===== src/rtl/core/sled_pkg.sv =====
// Package with the phase codes, register indexes and helpers of the status LED sequencer.
package sled_pkg;

	// Phase of the blink pattern as reported on each result.
	typedef enum logic [2:0] {
		PH_STARTUP  = 3'd0,
		PH_IDLE     = 3'd1,
		PH_INVERT   = 3'd2,
		PH_GAP      = 3'd3,
		PH_PAUSE    = 3'd4,
		PH_DISABLED = 3'd5
	} phase_t;

	// Configuration register indexes.
	typedef enum logic [2:0] {
		REG_LED_ENABLED   = 3'd0,
		REG_ACTIVE_LEVEL  = 3'd1,
		REG_BLINK_LIT     = 3'd2,
		REG_BLINK_GAP     = 3'd3,
		REG_GROUP_PAUSE   = 3'd4,
		REG_IDLE_HOLD     = 3'd5,
		REG_STARTUP_LIT   = 3'd6,
		REG_STARTUP_DARK  = 3'd7
	} reg_index_t;

	localparam int unsigned DurW = 16;
	localparam int unsigned CountW = 8;
	localparam int unsigned StartW = 4;

	// Reset values of the duration registers, in ticks.
	localparam logic [DurW-1:0] BlinkLitReset    = 16'd180;
	localparam logic [DurW-1:0] BlinkGapReset    = 16'd220;
	localparam logic [DurW-1:0] GroupPauseReset  = 16'd1200;
	localparam logic [DurW-1:0] IdleHoldReset    = 16'd1000;
	localparam logic [DurW-1:0] StartupLitReset  = 16'd40;
	localparam logic [DurW-1:0] StartupDarkReset = 16'd60;

	// A segment length of zero is played as one tick.
	function automatic logic [DurW-1:0] seg_len(input logic [DurW-1:0] v);
		seg_len = (v == '0) ? {{(DurW-1){1'b0}}, 1'b1} : v;
	endfunction

endpackage


===== src/rtl/core/status_led_blink_code_sequencer_top.sv =====
// Top level of the status LED blink-code sequencer.
// Each request is one millisecond tick carrying the upstream link flag and the client
// count; every request yields exactly one result with the pin level, the drive enable,
// the logical LED state and the current phase. The segment counter update and the
// next-segment selection sit between the state registers and a result register, so
// one request is taken per clock while the result register is empty or being emptied,
// and its result is valid on the following cycle. After reset the block plays the low
// four bits of STARTUP_BLINKS as a count of lit/dark blinks, then repeats the client
// blink code. Configuration writes are always accepted. Enable and polarity apply from
// the next tick; a new segment length takes effect when the next segment loads.
module status_led_blink_code_sequencer_top #(
	parameter int unsigned STARTUP_BLINKS = 10
) (
	input  logic        clk,
	input  logic        arst_n,
	// Configuration write channel.
	input  logic        cfg_valid,
	output logic        cfg_ready,
	input  logic [2:0]  cfg_index,
	input  logic [15:0] cfg_data,
	// Tick request channel.
	input  logic        in_valid,
	output logic        in_ready,
	input  logic        link_up,
	input  logic [7:0]  num_clients,
	// Result channel.
	output logic        out_valid,
	input  logic        out_ready,
	output logic        pin_level,
	output logic        pin_driven,
	output logic        led_lit,
	output logic [2:0]  phase
);

	localparam logic [sled_pkg::StartW-1:0] StartCount = STARTUP_BLINKS[sled_pkg::StartW-1:0];
	localparam logic HasStartup = (StartCount != '0);

	// Configuration registers.
	logic                      led_enabled_q;
	logic                      active_level_q;
	logic [sled_pkg::DurW-1:0] blink_lit_q;
	logic [sled_pkg::DurW-1:0] blink_gap_q;
	logic [sled_pkg::DurW-1:0] group_pause_q;
	logic [sled_pkg::DurW-1:0] idle_hold_q;
	logic [sled_pkg::DurW-1:0] startup_lit_q;
	logic [sled_pkg::DurW-1:0] startup_dark_q;

	// Pattern state.
	sled_pkg::phase_t            phase_q, phase_d;
	logic [sled_pkg::DurW-1:0]   dur_q, dur_d;
	logic [sled_pkg::CountW-1:0] blinks_q, blinks_d;
	logic [sled_pkg::StartW-1:0] start_q, start_d;
	logic                        base_q, base_d;
	logic                        lit_q, lit_d;

	// Result register.
	logic             out_valid_q;
	logic             pin_level_q;
	logic             pin_driven_q;
	logic             led_lit_q;
	sled_pkg::phase_t phase_out_q;

	logic accept;

	assign cfg_ready = 1'b1;
	assign in_ready  = !out_valid_q || out_ready;
	assign accept    = in_valid && in_ready;

	// Configuration register writes.
	always_ff @(posedge clk or negedge arst_n) begin
		if (!arst_n) begin
			led_enabled_q  <= 1'b1;
			active_level_q <= 1'b1;
			blink_lit_q    <= sled_pkg::BlinkLitReset;
			blink_gap_q    <= sled_pkg::BlinkGapReset;
			group_pause_q  <= sled_pkg::GroupPauseReset;
			idle_hold_q    <= sled_pkg::IdleHoldReset;
			startup_lit_q  <= sled_pkg::StartupLitReset;
			startup_dark_q <= sled_pkg::StartupDarkReset;
		end else if (cfg_valid && cfg_ready) begin
			case (sled_pkg::reg_index_t'(cfg_index))
				sled_pkg::REG_LED_ENABLED:  led_enabled_q  <= cfg_data[0];
				sled_pkg::REG_ACTIVE_LEVEL: active_level_q <= cfg_data[0];
				sled_pkg::REG_BLINK_LIT:    blink_lit_q    <= cfg_data;
				sled_pkg::REG_BLINK_GAP:    blink_gap_q    <= cfg_data;
				sled_pkg::REG_GROUP_PAUSE:  group_pause_q  <= cfg_data;
				sled_pkg::REG_IDLE_HOLD:    idle_hold_q    <= cfg_data;
				sled_pkg::REG_STARTUP_LIT:  startup_lit_q  <= cfg_data;
				sled_pkg::REG_STARTUP_DARK: startup_dark_q <= cfg_data;
				default: ;
			endcase
		end
	end

	// Next pattern state: load a new segment when the current one has run out,
	// then count one tick off it.
	always_comb begin
		logic [sled_pkg::DurW-1:0]   dur_eff;
		logic [sled_pkg::CountW-1:0] blinks_dec;
		logic [sled_pkg::StartW-1:0] start_dec;
		logic                        new_cycle;
		logic                        up_base;

		phase_d    = phase_q;
		dur_d      = dur_q;
		blinks_d   = blinks_q;
		start_d    = start_q;
		base_d     = base_q;
		lit_d      = lit_q;
		dur_eff    = dur_q;
		new_cycle  = 1'b0;
		blinks_dec = (blinks_q != '0) ? blinks_q - 1'b1 : blinks_q;
		start_dec  = (start_q != '0) ? start_q - 1'b1 : start_q;
		up_base    = !link_up;

		if (dur_q == '0) begin
			case (phase_q)
				sled_pkg::PH_STARTUP: begin
					if (lit_q) begin
						lit_d   = 1'b0;
						dur_eff = sled_pkg::seg_len(startup_dark_q);
					end else begin
						start_d = start_dec;
						if (start_dec != '0) begin
							lit_d   = 1'b1;
							dur_eff = sled_pkg::seg_len(startup_lit_q);
						end else begin
							new_cycle = 1'b1;
						end
					end
				end
				sled_pkg::PH_INVERT: begin
					phase_d = sled_pkg::PH_GAP;
					lit_d   = base_q;
					dur_eff = sled_pkg::seg_len(blink_gap_q);
				end
				sled_pkg::PH_GAP: begin
					blinks_d = blinks_dec;
					lit_d    = base_q;
					if (blinks_dec != '0) begin
						phase_d = sled_pkg::PH_INVERT;
						lit_d   = !base_q;
						dur_eff = sled_pkg::seg_len(blink_lit_q);
					end else begin
						phase_d = sled_pkg::PH_PAUSE;
						dur_eff = sled_pkg::seg_len(group_pause_q);
					end
				end
				default: begin
					new_cycle = 1'b1;
				end
			endcase
		end

		// Start of a cycle samples the link flag and client count.
		if (new_cycle) begin
			base_d = up_base;
			if (num_clients == '0) begin
				phase_d = sled_pkg::PH_IDLE;
				lit_d   = up_base;
				dur_eff = sled_pkg::seg_len(idle_hold_q);
			end else begin
				blinks_d = num_clients;
				phase_d  = sled_pkg::PH_INVERT;
				lit_d    = !up_base;
				dur_eff  = sled_pkg::seg_len(blink_lit_q);
			end
		end

		dur_d = dur_eff - 1'b1;
	end

	// Pattern state advances on every accepted tick while enabled.
	always_ff @(posedge clk or negedge arst_n) begin
		if (!arst_n) begin
			phase_q  <= sled_pkg::PH_STARTUP;
			dur_q    <= HasStartup ? sled_pkg::seg_len(sled_pkg::StartupLitReset) : '0;
			blinks_q <= '0;
			start_q  <= StartCount;
			base_q   <= 1'b0;
			lit_q    <= HasStartup;
		end else if (accept && led_enabled_q) begin
			phase_q  <= phase_d;
			dur_q    <= dur_d;
			blinks_q <= blinks_d;
			start_q  <= start_d;
			base_q   <= base_d;
			lit_q    <= lit_d;
		end
	end

	// Result valid flag.
	always_ff @(posedge clk or negedge arst_n) begin
		if (!arst_n) begin
			out_valid_q <= 1'b0;
		end else if (in_ready) begin
			out_valid_q <= in_valid;
		end
	end

	// Result payload, formed from the state after the segment load.
	always_ff @(posedge clk) begin
		if (accept) begin
			if (led_enabled_q) begin
				pin_level_q  <= lit_d ? active_level_q : !active_level_q;
				pin_driven_q <= 1'b1;
				led_lit_q    <= lit_d;
				phase_out_q  <= phase_d;
			end else begin
				pin_level_q  <= 1'b0;
				pin_driven_q <= 1'b0;
				led_lit_q    <= 1'b0;
				phase_out_q  <= sled_pkg::PH_DISABLED;
			end
		end
	end

	assign out_valid  = out_valid_q;
	assign pin_level  = pin_level_q;
	assign pin_driven = pin_driven_q;
	assign led_lit    = led_lit_q;
	assign phase      = phase_out_q;

endmodule


===== config.mk =====
export PLATFORM = sky130hd
export DESIGN_NAME = status_led_blink_code_sequencer_top
export DESIGN_NICKNAME = d
export VERILOG_FILES = /design/src/rtl/core/sled_pkg.sv /design/src/rtl/core/status_led_blink_code_sequencer_top.sv
export SDC_FILE = /design/constraint.sdc
export NUM_CORES = 1
export LEC_CHECK = 0
export CAP_MARGIN = 10
export CORE_MARGIN = 5
export CORE_UTILIZATION = 30
export DETAILED_ROUTE_END_ITERATION = 16
export DONT_BUFFER_PORTS = 1
export GPL_ROUTABILITY_DRIVEN = 0
export HOLD_SLACK_MARGIN = 0.05
export PLACE_DENSITY = 0.42
export SYNTH_ARGS = -nofsm -noshare
export SYNTH_HDL_FRONTEND = slang
export SYNTH_SLANG_ARGS = --single-unit

===== constraint.sdc =====
create_clock -name clk -period 7.9 [get_ports clk]
set_clock_uncertainty 0.1 [all_clocks]
set_input_delay 1.185 -clock clk [delete_from_list [all_inputs] [get_ports clk]]
set_output_delay 1.185 -clock clk [all_outputs]
set_load 0.005 [all_outputs]

==> flow_summary.yaml <==
outcome:
  outcome: "completed"
yosys:
  synth.avg_cell_area_sq_um: 10.5
  ys_ff_latch: 138
  synth-warning-count: 0
  ys_seq_area_share_pct: 44.5
  synthFlopType: "dfrtp_1"
  syn_inst: 754
  synth_area_sq_um: 7910
  synth_fp_nets: 790
  synthArstFlopShare_pct: 95.7
  synth_edf_count: 6
  ys_types: 84
drt:
  vias: 6395
  first_iter_violations: 671
  drt-vias-per-instance: 5.90
  firstDrtPassIters: 6
  routed_wl_mm: 26.6
  ant_nets: 0
  drc_errors: 0
  wl_per_cell_microns: 24.6
setup_path:
  startpoint_type: "register"
  endpoint_kind: "register"
  reg2reg_depth: 12
  crit_top_cell: "ha_1"
  cp_max_fo: 15
  path_class: "register to register"
  crit_required_ps: 8130
  reg2reg_from: "start_q[0]"
  cp_slowest_stage_delay_ps: 630
  r2r_end: "dur_q[14]"
  slowest_stage: "or4_1"
  startpoint: "start_q[0]"
  crit_chain: "inv_1 > ha_1 > nor4b_2 > a31o_1 > nand2_2 > o311ai_0 > a41oi_1 > a31oi_1 > ha_1 > nand4_1 > or4_1 > o211ai_1"
  crit_end: "dur_q[14]"
  rrSetupSlack_ps: 3270
  critPathArrivalTime_ps: 4860
pwr:
  switchingPower_mw: 0.931
  intPower_mw: 1.68
  combinationalPowerShare_pct: 26.5
  power_mw: 2.61
  switching_share_pct: 35.6
  power_frac_clock_pct: 31.8
  ir_drop_mv: 0.143
  p_per_area_nw_per_um2: 296
  cellLeakagePower_nw: 3.40
  seqPwrFrac_pct: 41.7
layout:
  final_cell_mix: "103 x mux2_2, 100 x dfrtp_1, 59 x nand2_1"
  antennaDiodeCount: 0
  nNetsFinal: 771
  drive_gt1_share_pct: 27.8
  syn_to_final_growth_pct: 11.5
  layout_commonest_cell: "mux2_2"
clock_tree:
  htree_num_levels: 4
  clk_latency_ps: 430
  cts.sinks: 138
  path_clk_slew_ps: 60
  post_cts_buffers: 0
  numCtsBuffers: 17
  cts_root_buffer: "clkbuf_16"
  holdBufCountCts: 0
  cts_tree: "done"
  cts_resized: 0
  clockBufferDepth: 2
floorplanning:
  die-area_sq_um: 29700
  core_sq_um: 26000
  rows: 59
  die_w_microns: 172
  start_util_pct: 30.4
  ioPinCount: 42
  die_height_microns: 172
sta:
  fin_crit_ps: 4630
  max_freq_mhz: 216
  finalSetupTns_ps: 0
  min_period_over_period_pct: 58.6
  rsz0062_at_grt: "false"
  hold_violations: 0
  maxSlewViolCount: 0
  worstMarginPinSlew_ps: 1130
  max_slew_margin_pct: 24.5
  setup_viol: 0
global_routing:
  grt_pass1_vias: 6520
  grt_antenna_before_repair: 0
  track_usage_pct: 18.1
  grt_max_degree: 133
  grt_first_pass_wirelength_mm: 40.8
  grt-ovfl-total: 0
run:
  maxCapViolations: 0
worst_hold_path:
  hp-class: "primary input to asynchronous set/reset pin"
placement:
  port_buffers: 0
  dp_hpwl_mm: 19.3
[flip-flops by register name, summed over array words and instances, names as in the netlist, 3 cells and up]
register	cells
blink_gap_q	16
blink_lit_q	16
blinks_q	8
dur_q	16
group_pause_q	16
idle_hold_q	16
phase	3
phase_q	3
start_q	4
startup_dark_q	16
startup_lit_q	16
[cell families (layout without fill, tap and decap cells)]
family | after synthesis | after routing | synth area share, %
flops | 138 | 138 | 44.5
buf+inv | 62 | 56 | 3.46
fa+ha+maj | 3 | 3 | 0.475
mux | 121 | 121 | 17.0
xor+xnor | 9 | 9 | 0.997
simple gates | 232 | 232 | 15.8
other cells | 1 | 1 | 0.0474
compound gates | 188 | 188 | 17.6
[worst min-delay path by stage]
stage | end | slack (ps) | cells past startpoint
2_1_floorplan | dur_q[5] | 370 | 2
6_report | blinks_q[2] | 360 | 0
4_1_cts | blinks_q[2] | 340 | 0
5_1_grt | blinks_q[2] | 340 | 0
3_5_place_dp | start_q[1] | 400 | 2
3_3_place_gp | start_q[1] | 400 | 2
[final cells by class]
type / instances / area, sq um
inverters: 13 / 48.8
multi-input cells: 554 / 4140
flip-flops and latches: 138 / 3520
clock buffers: 19 / 454
clock inverters: 13 / 153
repair buffers: 11 / 82.6
well taps: 335 / 419
fillers: 2642 / 17200
[cells in the mapped netlist (all sizes together) (4+ instances only)]
cell    instances  share of area [%]
mux2          104                 15
nand4          10               0.79
nor3b           4               0.38
nand2          61                3.0
clkbuf         36                1.7
dfrtp         100                 32
nand4b          4               0.63
a21oi          37                2.4
o21ai          38                2.4
mux2i          17                2.2
a22oi          13                1.2
and4            5               0.55
or4             6               0.62
a31oi          16                1.3
buf            13                1.1
nor2           42                2.0
nor4           30                2.7
a311oi          4               0.44
or3             6               0.47
o32a            4               0.51
o221ai          7                1.0
a211oi          5               0.66
and2            5               0.40
nor3           22                1.4
o31ai           7               0.84
nand3          19                1.2
edfxtp          6                2.3
o211ai         10               0.95
dfstp          32                 11
a311o           7               0.89
xnor2           8               0.89
inv            13               0.62
or2             6               0.47
[per-layer routing]
metal / up-vias / share of wire, % / wire (microns) / GRT usage (%)
met1: 3244 / 44 / 11700 / 24.7
li1: 2849 / - / - / -
met2: 273 / 47 / 12500 / 29.1
met5: - / 0 / 0 / 0
met3: 29 / 7.7 / 2050 / 4.18
met4: 0 / 1.6 / 419 / 4.75
[power groups by stage]
stage / clock network, mW / registers [mW] / logic [mW]
2_1_floorplan: 0 / 0.998 / 0.526
6_report: 0.831 / 1.09 / 0.693
3_3_place_gp: 0 / 1.09 / 0.675
4_1_cts: 0.853 / 1.09 / 0.685
5_1_grt: 0.880 / 1.11 / 0.755
3_5_place_dp: 0 / 1.10 / 0.682
[per-stage QoR]
step	worst slack, ps	area, sq um	hold slack [ps]	cells	utilization, %
2_1_floorplan	3670	7910	372	754	-
3_3_place_gp	3300	8210	395	1051	31.6
3_5_place_dp	3160	8210	402	1051	31.6
4_1_cts	3350	8820	337	1083	33.9
5_1_grt	2990	8820	339	1083	33.9
6_report	3270	8820	359	1083	33.9
[critical path: cells and delay by family, from the launching register on]
kind	cells	cell delay (ps)
buf+inv	1	90
simple gates	4	1650
fa+ha+maj	2	570
flops	1	460
compound gates	5	1650
(Power assumes the default switching activity.)
